--- src/usteer_pkg.sv ---
// Shared types, constants and codes for the ultrasonic obstacle steering block.
`timescale 1ns / 1ps

package usteer_pkg;

  // Capture counter and result widths
  localparam int COUNT_BITS = 16;
  localparam int CH_W       = 2;
  localparam int DIST_W     = 21;
  localparam int DUTY_W     = 12;
  localparam int MODE_W     = 3;
  localparam int BRIDGE_W   = 4;
  localparam int CFG_IDX_W  = 3;
  localparam int CFG_DATA_W = 21;
  localparam int NUM_CH     = 4;

  // Configuration register indexes
  localparam logic [CFG_IDX_W-1:0] CFG_COUNTER_TOP = 3'd0;
  localparam logic [CFG_IDX_W-1:0] CFG_NEAR_LIMIT  = 3'd1;
  localparam logic [CFG_IDX_W-1:0] CFG_DUTY_CRUISE = 3'd2;
  localparam logic [CFG_IDX_W-1:0] CFG_DUTY_HIGH   = 3'd3;
  localparam logic [CFG_IDX_W-1:0] CFG_DUTY_LOW    = 3'd4;

  // Channel codes
  localparam logic [CH_W-1:0] CH_FRONT       = 2'd0;
  localparam logic [CH_W-1:0] CH_REAR        = 2'd1;
  localparam logic [CH_W-1:0] CH_FRONT_RIGHT = 2'd2;
  localparam logic [CH_W-1:0] CH_FRONT_LEFT  = 2'd3;

  // Drive modes
  localparam logic [MODE_W-1:0] MODE_STOP        = 3'd0;
  localparam logic [MODE_W-1:0] MODE_FORWARD     = 3'd1;
  localparam logic [MODE_W-1:0] MODE_BACK        = 3'd2;
  localparam logic [MODE_W-1:0] MODE_SLOW_RIGHT  = 3'd3;
  localparam logic [MODE_W-1:0] MODE_QUICK_RIGHT = 3'd4;
  localparam logic [MODE_W-1:0] MODE_SLOW_LEFT   = 3'd5;
  localparam logic [MODE_W-1:0] MODE_QUICK_LEFT  = 3'd6;

  // H-bridge codes, IN1 in the top bit
  localparam logic [BRIDGE_W-1:0] BRIDGE_STOP    = 4'b1111;
  localparam logic [BRIDGE_W-1:0] BRIDGE_FORWARD = 4'b1010;
  localparam logic [BRIDGE_W-1:0] BRIDGE_BACK    = 4'b0101;
  localparam logic [BRIDGE_W-1:0] BRIDGE_QRIGHT  = 4'b1001;
  localparam logic [BRIDGE_W-1:0] BRIDGE_QLEFT   = 4'b0110;

  // Register reset values
  localparam logic [COUNT_BITS-1:0] RST_COUNTER_TOP = 16'd65534;
  localparam logic [DIST_W-1:0]     RST_NEAR_LIMIT  = 21'd10000;
  localparam logic [DUTY_W-1:0]     RST_DUTY_CRUISE = 12'd1400;
  localparam logic [DUTY_W-1:0]     RST_DUTY_HIGH   = 12'd1600;
  localparam logic [DUTY_W-1:0]     RST_DUTY_LOW    = 12'd1300;

  // Measured pulse handed from front to back
  typedef struct packed {
    logic [CH_W-1:0]       ch;
    logic [COUNT_BITS-1:0] width;
  } pulse_t;

  // Steering settings used by the back end
  typedef struct packed {
    logic [DIST_W-1:0] near_limit;
    logic [DUTY_W-1:0] duty_cruise;
    logic [DUTY_W-1:0] duty_high;
    logic [DUTY_W-1:0] duty_low;
  } steer_cfg_t;

endpackage

--- src/usteer_front.sv ---
// Edge tracking per channel and pulse width measurement with wrap correction.
`timescale 1ns / 1ps

module usteer_front (
  input  logic                             clk,
  input  logic                             rst_n,
  input  logic                             in_valid,
  input  logic                             in_stall,
  input  logic [usteer_pkg::CH_W-1:0]      in_channel,
  input  logic [usteer_pkg::COUNT_BITS-1:0] in_capture_count,
  input  logic [usteer_pkg::COUNT_BITS-1:0] counter_top,
  output logic                             push,
  output usteer_pkg::pulse_t               push_data
);
  import usteer_pkg::*;

  logic [NUM_CH-1:0]     awaiting_fall_r;
  logic [NUM_CH-1:0]     awaiting_fall_nxt;
  logic [COUNT_BITS-1:0] rise_stamp_r [NUM_CH];
  logic                  accept;
  logic                  is_fall;
  logic [COUNT_BITS-1:0] t1;
  logic [COUNT_BITS:0]   wrap_sum;
  logic [COUNT_BITS:0]   wrap_width;
  logic [COUNT_BITS-1:0] width;

  assign accept = in_valid && !in_stall;
  assign is_fall = awaiting_fall_r[in_channel];
  assign t1 = rise_stamp_r[in_channel];

  // Width of the pulse, wrapping through counter_top when the count rolled over
  always_comb begin
    wrap_sum   = {1'b0, counter_top} + {1'b0, in_capture_count} + {{COUNT_BITS{1'b0}}, 1'b1};
    wrap_width = wrap_sum - {1'b0, t1};
    if (in_capture_count > t1) begin
      width = in_capture_count - t1;
    end else if (wrap_sum < {1'b0, t1}) begin
      width = '0;
    end else if (wrap_width[COUNT_BITS]) begin
      width = '1;
    end else begin
      width = wrap_width[COUNT_BITS-1:0];
    end
  end

  assign push = accept && is_fall;
  assign push_data.ch = in_channel;
  assign push_data.width = width;

  // Toggle the edge phase of the channel on every transfer
  always_comb begin
    awaiting_fall_nxt = awaiting_fall_r;
    if (accept) begin
      awaiting_fall_nxt[in_channel] = !is_fall;
    end
  end

  always_ff @(posedge clk) begin
    if (!rst_n) begin
      awaiting_fall_r <= '0;
    end else begin
      awaiting_fall_r <= awaiting_fall_nxt;
    end
  end

  // Store the rising-edge stamp
  always_ff @(posedge clk) begin
    if (accept && !is_fall) begin
      rise_stamp_r[in_channel] <= in_capture_count;
    end
  end

endmodule

--- src/usteer_fifo.sv ---
// Two-entry queue of measured pulses between front and back end.
`timescale 1ns / 1ps

module usteer_fifo (
  input  logic               clk,
  input  logic               rst_n,
  input  logic               push,
  input  usteer_pkg::pulse_t push_data,
  input  logic               pop,
  output usteer_pkg::pulse_t pop_data,
  output logic               not_empty,
  output logic               full
);
  import usteer_pkg::*;

  pulse_t     mem_r [2];
  logic       wr_ptr_r;
  logic       wr_ptr_nxt;
  logic       rd_ptr_r;
  logic       rd_ptr_nxt;
  logic [1:0] count_r;
  logic [1:0] count_nxt;
  logic       do_push;
  logic       do_pop;

  assign full      = (count_r == 2'd2);
  assign not_empty = (count_r != 2'd0);
  assign do_push   = push && !full;
  assign do_pop    = pop && not_empty;
  assign pop_data  = mem_r[rd_ptr_r];

  // Advance pointers and occupancy
  always_comb begin
    wr_ptr_nxt = do_push ? !wr_ptr_r : wr_ptr_r;
    rd_ptr_nxt = do_pop ? !rd_ptr_r : rd_ptr_r;
    count_nxt  = count_r;
    if (do_push && !do_pop) begin
      count_nxt = count_r + 2'd1;
    end else if (do_pop && !do_push) begin
      count_nxt = count_r - 2'd1;
    end
  end

  always_ff @(posedge clk) begin
    if (!rst_n) begin
      wr_ptr_r <= 1'b0;
      rd_ptr_r <= 1'b0;
      count_r  <= 2'd0;
    end else begin
      wr_ptr_r <= wr_ptr_nxt;
      rd_ptr_r <= rd_ptr_nxt;
      count_r  <= count_nxt;
    end
  end

  always_ff @(posedge clk) begin
    if (do_push) begin
      mem_r[wr_ptr_r] <= push_data;
    end
  end

endmodule

--- src/usteer_back.sv ---
// Distance scaling, obstacle priority rule and drive output register.
`timescale 1ns / 1ps

module usteer_back (
  input  logic                             clk,
  input  logic                             rst_n,
  input  usteer_pkg::steer_cfg_t           cfg,
  input  logic                             q_not_empty,
  input  usteer_pkg::pulse_t               q_data,
  output logic                             q_pop,
  output logic                             out_valid,
  input  logic                             out_stall,
  output logic [usteer_pkg::CH_W-1:0]      out_measured_channel,
  output logic [usteer_pkg::DIST_W-1:0]    out_distance,
  output logic [usteer_pkg::MODE_W-1:0]    out_drive_mode,
  output logic [usteer_pkg::BRIDGE_W-1:0]  out_bridge_bits,
  output logic [usteer_pkg::DUTY_W-1:0]    out_duty_left,
  output logic [usteer_pkg::DUTY_W-1:0]    out_duty_right
);
  import usteer_pkg::*;

  localparam int PROD_W = COUNT_BITS + 5;

  logic [DIST_W-1:0]   last_distance_r [NUM_CH];
  logic [DUTY_W-1:0]   held_duty_a_r;
  logic [DUTY_W-1:0]   held_duty_b_r;
  logic                out_valid_r;
  logic [CH_W-1:0]     ch_r;
  logic [DIST_W-1:0]   dist_r;
  logic [MODE_W-1:0]   mode_r;
  logic [BRIDGE_W-1:0] bridge_r;
  logic [DUTY_W-1:0]   duty_a_r;
  logic [DUTY_W-1:0]   duty_b_r;
  logic [PROD_W-1:0]   prod;
  logic [DIST_W-1:0]   dist_nxt;
  logic [DIST_W-1:0]   d_front;
  logic [DIST_W-1:0]   d_right;
  logic [DIST_W-1:0]   d_left;
  logic                near_f;
  logic                near_r;
  logic                near_l;
  logic [MODE_W-1:0]   mode_nxt;
  logic [BRIDGE_W-1:0] bridge_nxt;
  logic [DUTY_W-1:0]   duty_a_nxt;
  logic [DUTY_W-1:0]   duty_b_nxt;

  assign q_pop = q_not_empty && (!out_valid_r || !out_stall);

  // Scale width by 17 and clamp to the distance range
  always_comb begin
    prod = {{5{1'b0}}, q_data.width} + {1'b0, q_data.width, 4'b0000};
    if (prod > PROD_W'((1 << DIST_W) - 1)) begin
      dist_nxt = '1;
    end else begin
      dist_nxt = DIST_W'(prod);
    end
  end

  // Front distances with the new measurement folded in
  always_comb begin
    d_front = (q_data.ch == CH_FRONT)       ? dist_nxt : last_distance_r[CH_FRONT];
    d_right = (q_data.ch == CH_FRONT_RIGHT) ? dist_nxt : last_distance_r[CH_FRONT_RIGHT];
    d_left  = (q_data.ch == CH_FRONT_LEFT)  ? dist_nxt : last_distance_r[CH_FRONT_LEFT];
    near_f  = d_front < cfg.near_limit;
    near_r  = d_right < cfg.near_limit;
    near_l  = d_left < cfg.near_limit;
  end

  // Priority rule for the drive mode
  always_comb begin
    if (near_f && near_r && near_l) begin
      mode_nxt = MODE_BACK;
    end else if (near_f && near_r) begin
      mode_nxt = MODE_QUICK_LEFT;
    end else if (near_f && near_l) begin
      mode_nxt = MODE_QUICK_RIGHT;
    end else if (near_f) begin
      mode_nxt = MODE_STOP;
    end else if (near_r) begin
      mode_nxt = MODE_SLOW_LEFT;
    end else if (near_l) begin
      mode_nxt = MODE_SLOW_RIGHT;
    end else begin
      mode_nxt = MODE_FORWARD;
    end
  end

  // Decode bridge bits and duties; stop keeps the held duties
  always_comb begin
    duty_a_nxt = cfg.duty_cruise;
    duty_b_nxt = cfg.duty_cruise;
    unique case (mode_nxt)
      MODE_STOP: begin
        bridge_nxt = BRIDGE_STOP;
        duty_a_nxt = held_duty_a_r;
        duty_b_nxt = held_duty_b_r;
      end
      MODE_FORWARD:     bridge_nxt = BRIDGE_FORWARD;
      MODE_BACK:        bridge_nxt = BRIDGE_BACK;
      MODE_SLOW_RIGHT: begin
        bridge_nxt = BRIDGE_FORWARD;
        duty_a_nxt = cfg.duty_high;
        duty_b_nxt = cfg.duty_low;
      end
      MODE_QUICK_RIGHT: bridge_nxt = BRIDGE_QRIGHT;
      MODE_SLOW_LEFT: begin
        bridge_nxt = BRIDGE_FORWARD;
        duty_a_nxt = cfg.duty_low;
        duty_b_nxt = cfg.duty_high;
      end
      default:          bridge_nxt = BRIDGE_QLEFT;
    endcase
  end

  // Steering state and output valid
  always_ff @(posedge clk) begin
    if (!rst_n) begin
      out_valid_r   <= 1'b0;
      held_duty_a_r <= '0;
      held_duty_b_r <= '0;
      for (int i = 0; i < NUM_CH; i++) begin
        last_distance_r[i] <= '0;
      end
    end else begin
      if (q_pop) begin
        out_valid_r                <= 1'b1;
        held_duty_a_r              <= duty_a_nxt;
        held_duty_b_r              <= duty_b_nxt;
        last_distance_r[q_data.ch] <= dist_nxt;
      end else if (!out_stall) begin
        out_valid_r <= 1'b0;
      end
    end
  end

  // Result payload register
  always_ff @(posedge clk) begin
    if (q_pop) begin
      ch_r     <= q_data.ch;
      dist_r   <= dist_nxt;
      mode_r   <= mode_nxt;
      bridge_r <= bridge_nxt;
      duty_a_r <= duty_a_nxt;
      duty_b_r <= duty_b_nxt;
    end
  end

  assign out_valid            = out_valid_r;
  assign out_measured_channel = ch_r;
  assign out_distance         = dist_r;
  assign out_drive_mode       = mode_r;
  assign out_bridge_bits      = bridge_r;
  assign out_duty_left        = duty_a_r;
  assign out_duty_right       = duty_b_r;

endmodule

--- src/ultrasonic_obstacle_steering_top.sv ---
// Top level of the ultrasonic obstacle steering block with its settings registers.
`timescale 1ns / 1ps

// Takes one capture event per cycle while in_stall is low. A rising edge only
// records its stamp and yields no result; a falling edge yields one result on
// the result ports after it passes through the queue and the result register.
// The front end measures the pulse width in the cycle of the transfer and drops
// it into a two-entry queue; the back end scales it, applies the obstacle rule
// and loads the result register. in_stall rises only when that queue is full.
// Write settings only while idle.

module ultrasonic_obstacle_steering_top (
  input  logic                              clk,
  input  logic                              rst_n,
  input  logic                              cfg_we,
  input  logic [usteer_pkg::CFG_IDX_W-1:0]  cfg_index,
  input  logic [usteer_pkg::CFG_DATA_W-1:0] cfg_wdata,
  input  logic                              in_valid,
  output logic                              in_stall,
  input  logic [usteer_pkg::CH_W-1:0]       in_channel,
  input  logic [usteer_pkg::COUNT_BITS-1:0] in_capture_count,
  output logic                              out_valid,
  input  logic                              out_stall,
  output logic [usteer_pkg::CH_W-1:0]       out_measured_channel,
  output logic [usteer_pkg::DIST_W-1:0]     out_distance,
  output logic [usteer_pkg::MODE_W-1:0]     out_drive_mode,
  output logic [usteer_pkg::BRIDGE_W-1:0]   out_bridge_bits,
  output logic [usteer_pkg::DUTY_W-1:0]     out_duty_left,
  output logic [usteer_pkg::DUTY_W-1:0]     out_duty_right
);
  import usteer_pkg::*;

  logic [COUNT_BITS-1:0] counter_top_r;
  steer_cfg_t            steer_cfg_r;
  logic                  push;
  pulse_t                push_data;
  logic                  q_pop;
  pulse_t                q_data;
  logic                  q_not_empty;
  logic                  q_full;

  // Settings registers; unknown indexes are dropped
  always_ff @(posedge clk) begin
    if (!rst_n) begin
      counter_top_r           <= RST_COUNTER_TOP;
      steer_cfg_r.near_limit  <= RST_NEAR_LIMIT;
      steer_cfg_r.duty_cruise <= RST_DUTY_CRUISE;
      steer_cfg_r.duty_high   <= RST_DUTY_HIGH;
      steer_cfg_r.duty_low    <= RST_DUTY_LOW;
    end else if (cfg_we) begin
      unique case (cfg_index)
        CFG_COUNTER_TOP: counter_top_r           <= cfg_wdata[COUNT_BITS-1:0];
        CFG_NEAR_LIMIT:  steer_cfg_r.near_limit  <= cfg_wdata[DIST_W-1:0];
        CFG_DUTY_CRUISE: steer_cfg_r.duty_cruise <= cfg_wdata[DUTY_W-1:0];
        CFG_DUTY_HIGH:   steer_cfg_r.duty_high   <= cfg_wdata[DUTY_W-1:0];
        CFG_DUTY_LOW:    steer_cfg_r.duty_low    <= cfg_wdata[DUTY_W-1:0];
        default: ;
      endcase
    end
  end

  assign in_stall = q_full;

  usteer_front u_front (
    .clk              (clk),
    .rst_n            (rst_n),
    .in_valid         (in_valid),
    .in_stall         (q_full),
    .in_channel       (in_channel),
    .in_capture_count (in_capture_count),
    .counter_top      (counter_top_r),
    .push             (push),
    .push_data        (push_data)
  );

  usteer_fifo u_fifo (
    .clk       (clk),
    .rst_n     (rst_n),
    .push      (push),
    .push_data (push_data),
    .pop       (q_pop),
    .pop_data  (q_data),
    .not_empty (q_not_empty),
    .full      (q_full)
  );

  usteer_back u_back (
    .clk                  (clk),
    .rst_n                (rst_n),
    .cfg                  (steer_cfg_r),
    .q_not_empty          (q_not_empty),
    .q_data               (q_data),
    .q_pop                (q_pop),
    .out_valid            (out_valid),
    .out_stall            (out_stall),
    .out_measured_channel (out_measured_channel),
    .out_distance         (out_distance),
    .out_drive_mode       (out_drive_mode),
    .out_bridge_bits      (out_bridge_bits),
    .out_duty_left        (out_duty_left),
    .out_duty_right       (out_duty_right)
  );

endmodule
--- config.mk ---
export PLATFORM = sky130hd
export DESIGN_NAME = ultrasonic_obstacle_steering_top
export DESIGN_NICKNAME = d
export VERILOG_FILES = /design/src/usteer_pkg.sv /design/src/usteer_front.sv /design/src/usteer_fifo.sv /design/src/usteer_back.sv /design/src/ultrasonic_obstacle_steering_top.sv
export SDC_FILE = /design/constraint.sdc
export NUM_CORES = 1
export LEC_CHECK = 0
export ABC_CLOCK_PERIOD_IN_PS = 19100
export BUFFER_PORTS_ARGS = -buffer_cell sky130_fd_sc_hd__buf_4
export CELL_PAD_IN_SITES_DETAIL_PLACEMENT = 1
export CELL_PAD_IN_SITES_GLOBAL_PLACEMENT = 1
export CORE_MARGIN = 5
export CORE_UTILIZATION = 50
export CTS_CLUSTER_SIZE = 20
export DETAILED_ROUTE_END_ITERATION = 8
export GPL_ROUTABILITY_DRIVEN = 0
export PLACE_DENSITY = 0.81
export SETUP_SLACK_MARGIN = 0.15
export SLEW_MARGIN = 25
export SYNTH_ARGS = -nofsm -noshare
export SYNTH_HDL_FRONTEND = slang
export SYNTH_SLANG_ARGS = --single-unit
--- constraint.sdc ---
create_clock -name clk -period 19.1 [get_ports clk]
set_clock_uncertainty 0.15 [all_clocks]
set_input_delay 4.775 -clock clk [delete_from_list [all_inputs] [get_ports clk]]
set_output_delay 4.775 -clock clk [all_outputs]
set_load 0.03 [all_outputs]
==> out/qor.yml <==
power_and_ir_drop:
  p_per_area_mw_per_mm2: 144
  p_leak_nw: 7.92
  vdd_drop_max_v: 0.0000762
clock_network:
  cts_max_path_buffers: 3
  clk-insertion-delay-late_ns: 0.52
  cts.repair.resized: 0
  cts_buffers: 36
  hold_buffers: 0
  cts_tree: "done"
  htreeDepth: 2
  cts-root-buf: "clkbuf_16"
  post_cts_buffers: 0
  path_clk_slew_ns: 0.06
  cts.sinks: 324
placed_design:
  dp_slack_ns: 9.37
  io_buffers: 102
  place_area_mm2: 0.0184
  dp_hpwl_um: 35900
logic_synthesis:
  ys_async_sr_fraction_pct: 0
  synth.distinct_cells: 61
  post-synth-top-count-cell: "nand2_1"
  synth-edff-count: 217
  yosys.area.top_type: "edfxtp_1"
  synth_top_area_share_pct: 37.9
  synth_common_cells: "327 x nand2_1, 217 x edfxtp_1, 121 x ha_1, 121 x nor2_1, 114 x o21ai_0"
  ys.flop_type: "edfxtp_1"
  syn_area_per_cell_um2: 10.1
  netlist_area_mm2: 0.0172
  ys_warn_count: 0
  ys_ff_latch: 324
  ys_seq_area_share_pct: 50.3
  synth_fp_nets: 1869
  synthCells: 1697
  netlist_top_cells_area: "edfxtp_1 38%, dfxtp_1 12%, ha_1 8.8%"
global_route:
  grt_pass1_vias: 14244
  antenna_found_initial: 0
  grt_max_degree: 65
  grt_overflow: 0
  grt_usage_pct: 25.9
  grt_pass1_wl_um: 78800
setup_path:
  crit_end: "u_fifo.mem_r[1][11]"
  cp_data_required_time_ns: 19.16
  reg2reg_depth: 23
  worst-path-max-fanout: 16
  r2r_slack_ns: 11.71
  path_class: "primary input to flop"
  endpoint_kind: "flop"
  timing.rr.end: "u_back.held_duty_b_r[6]"
  start_kind: "primary input"
  critPathArrivalTime_ns: 8.96
  crit_start: "in_capture_count[0]"
floorplan:
  fp-row-count: 68
  dieWidth_um: 196
  io_pins: 103
  die_h_um: 196
  die_area_mm2: 0.0382
  initial_core_util_pct: 50.2
  core-area_mm2: 0.0343
timing:
  rsz0062_at_grt: "false"
  setup_viol: 0
  max_freq_ghz: 0.112
  worstMarginPinSlew_ns: 1.08
  finalWorstSetupSlack_ns: 10.20
  slew_headroom_pct: 28.2
  totalNegativeSetupSlack_ns: 0
  finalCritPeriodShare_pct: 46.6
  period_minus_slack_ns: 8.90
  drv_slew: 0
  hold_viol: 0
layout:
  multi_input_area_mm2: 0.00798
  n_antenna_cell: 0
  fin_util_pct: 57.3
  drive_above_1_share_pct: 12.5
  regArea_mm2: 0.00866
  fin_area_mm2: 0.0196
  fin_nets: 1958
  fillers: 3754
  area_delta_synth_final_pct: 14.1
drt:
  drt-initial-drc-count: 638
  vias: 13212
  wirelength_um: 50200
  drc: 0
  post_drt_wl_per_cell_um: 22.1
  drt-vias-per-instance: 5.83
  dr.pass1.iters: 5
  antenna_left: 0
outcome:
  status: "completed"
flow_run:
  maxCapViolations: 0
min_path:
  hp-class: "flop to flop"
## stage by stage
stage               hold WS (ns)  total power [mW]  instances
global route               0.353              2.99       2268
detailed placement         0.311              2.14       2202
CTS                        0.325              2.84       2267
finish                     0.320              2.83       2268
floorplan                  0.293              1.74       1697
global placement           0.302              2.09       2202
## flip-flops by register name, indices dropped and copies added (netlist names), 2 cells and up, named ones only
name                         cells
counter_top_r                   16
steer_cfg_r                     57
u_back.held_duty_a_r            12
u_back.held_duty_b_r            12
u_back.last_distance_r          63
u_back.out_bridge_bits           4
u_back.out_distance             21
u_back.out_drive_mode            3
u_back.out_duty_left            12
u_back.out_duty_right           12
u_back.out_measured_channel      2
u_fifo.count_r                   2
u_fifo.mem_r                    36
u_front.awaiting_fall_r          4
u_front.rise_stamp_r            64
## critical path, cell delays in order
cell      delay (ns)
buf_4           0.13
inv_1           0.11
ha_1            0.21
fa_1            0.22
nor2b_1         0.07
o31a_1          0.27
o31a_1          0.29
o21ai_0         0.15
nand2b_1        0.08
xor2_1          0.14
ha_1            0.35
a21o_1          0.22
a21o_1          0.21
nor4_1          0.45
nor3b_1         0.14
o21ai_0         0.19
a211oi_1        0.10
o31a_1          0.43
o21ai_0         0.19
o21ai_0         0.20
## worst min path at each step
stage,start,endpoint,slack [ns],cells past startpoint
6_report,steer_cfg_r[50],steer_cfg_r[50],0.32,2
5_1_grt,u_back.held_duty_a_r[6],u_back.held_duty_a_r[6],0.35,1
4_1_cts,steer_cfg_r[50],steer_cfg_r[50],0.33,2
3_5_place_dp,steer_cfg_r[38],steer_cfg_r[38],0.31,2
3_3_place_gp,steer_cfg_r[50],steer_cfg_r[50],0.30,2
2_1_floorplan,counter_top_r[0],counter_top_r[0],0.29,2
## layer usage
metal	global-route usage, %	share of wire, %	up-vias
met5	0	0	-
met4	10.7	4.4	0
met3	4.62	4.9	109
met2	44.4	49	297
met1	32.3	42	6570
li1	-	-	6236
## final cells by class
| type | instances | area share [%] |
|---|---|---|
| repair buffers | 124 | 4.78 |
| inverters | 85 | 1.62 |
| multi-input cells | 1215 | 40.6 |
| clock buffers | 50 | 5.12 |
| flip-flops and latches | 324 | 44.1 |
| clock inverters | 15 | 0.847 |
| well taps | 455 | 2.90 |
## kinds of logic after synthesis
family | Yosys count | share of synthesized area (%)
AOI/OAI and AO/OA | 394 | 15.3
and+or+nand+nor | 600 | 15.0
DFF | 324 | 50.3
buffers and inverters | 158 | 3.56
adders and majority gates | 125 | 9.26
xor gates and xnor gates | 58 | 3.00
muxes | 38 | 3.53
## power breakdown
group          switching, mW  leakage [nW]  internal (mW)
clock network          0.282         0.570          0.411
registers             0.0463          2.94          0.921
logic                  0.782          4.40          0.389
total                   1.11          7.92           1.72
## cells in the final DEF, fill, tap and decap left out, drive strengths merged, types with 50 or more instances in the layout
cell / count
ha: 121
nor2: 122
buf: 124
dfxtp: 107
clkbuf: 50
o21ai: 117
nand2: 327
inv: 87
edfxtp: 217
a21oi: 61
Power figures use the tool's default switching activity.
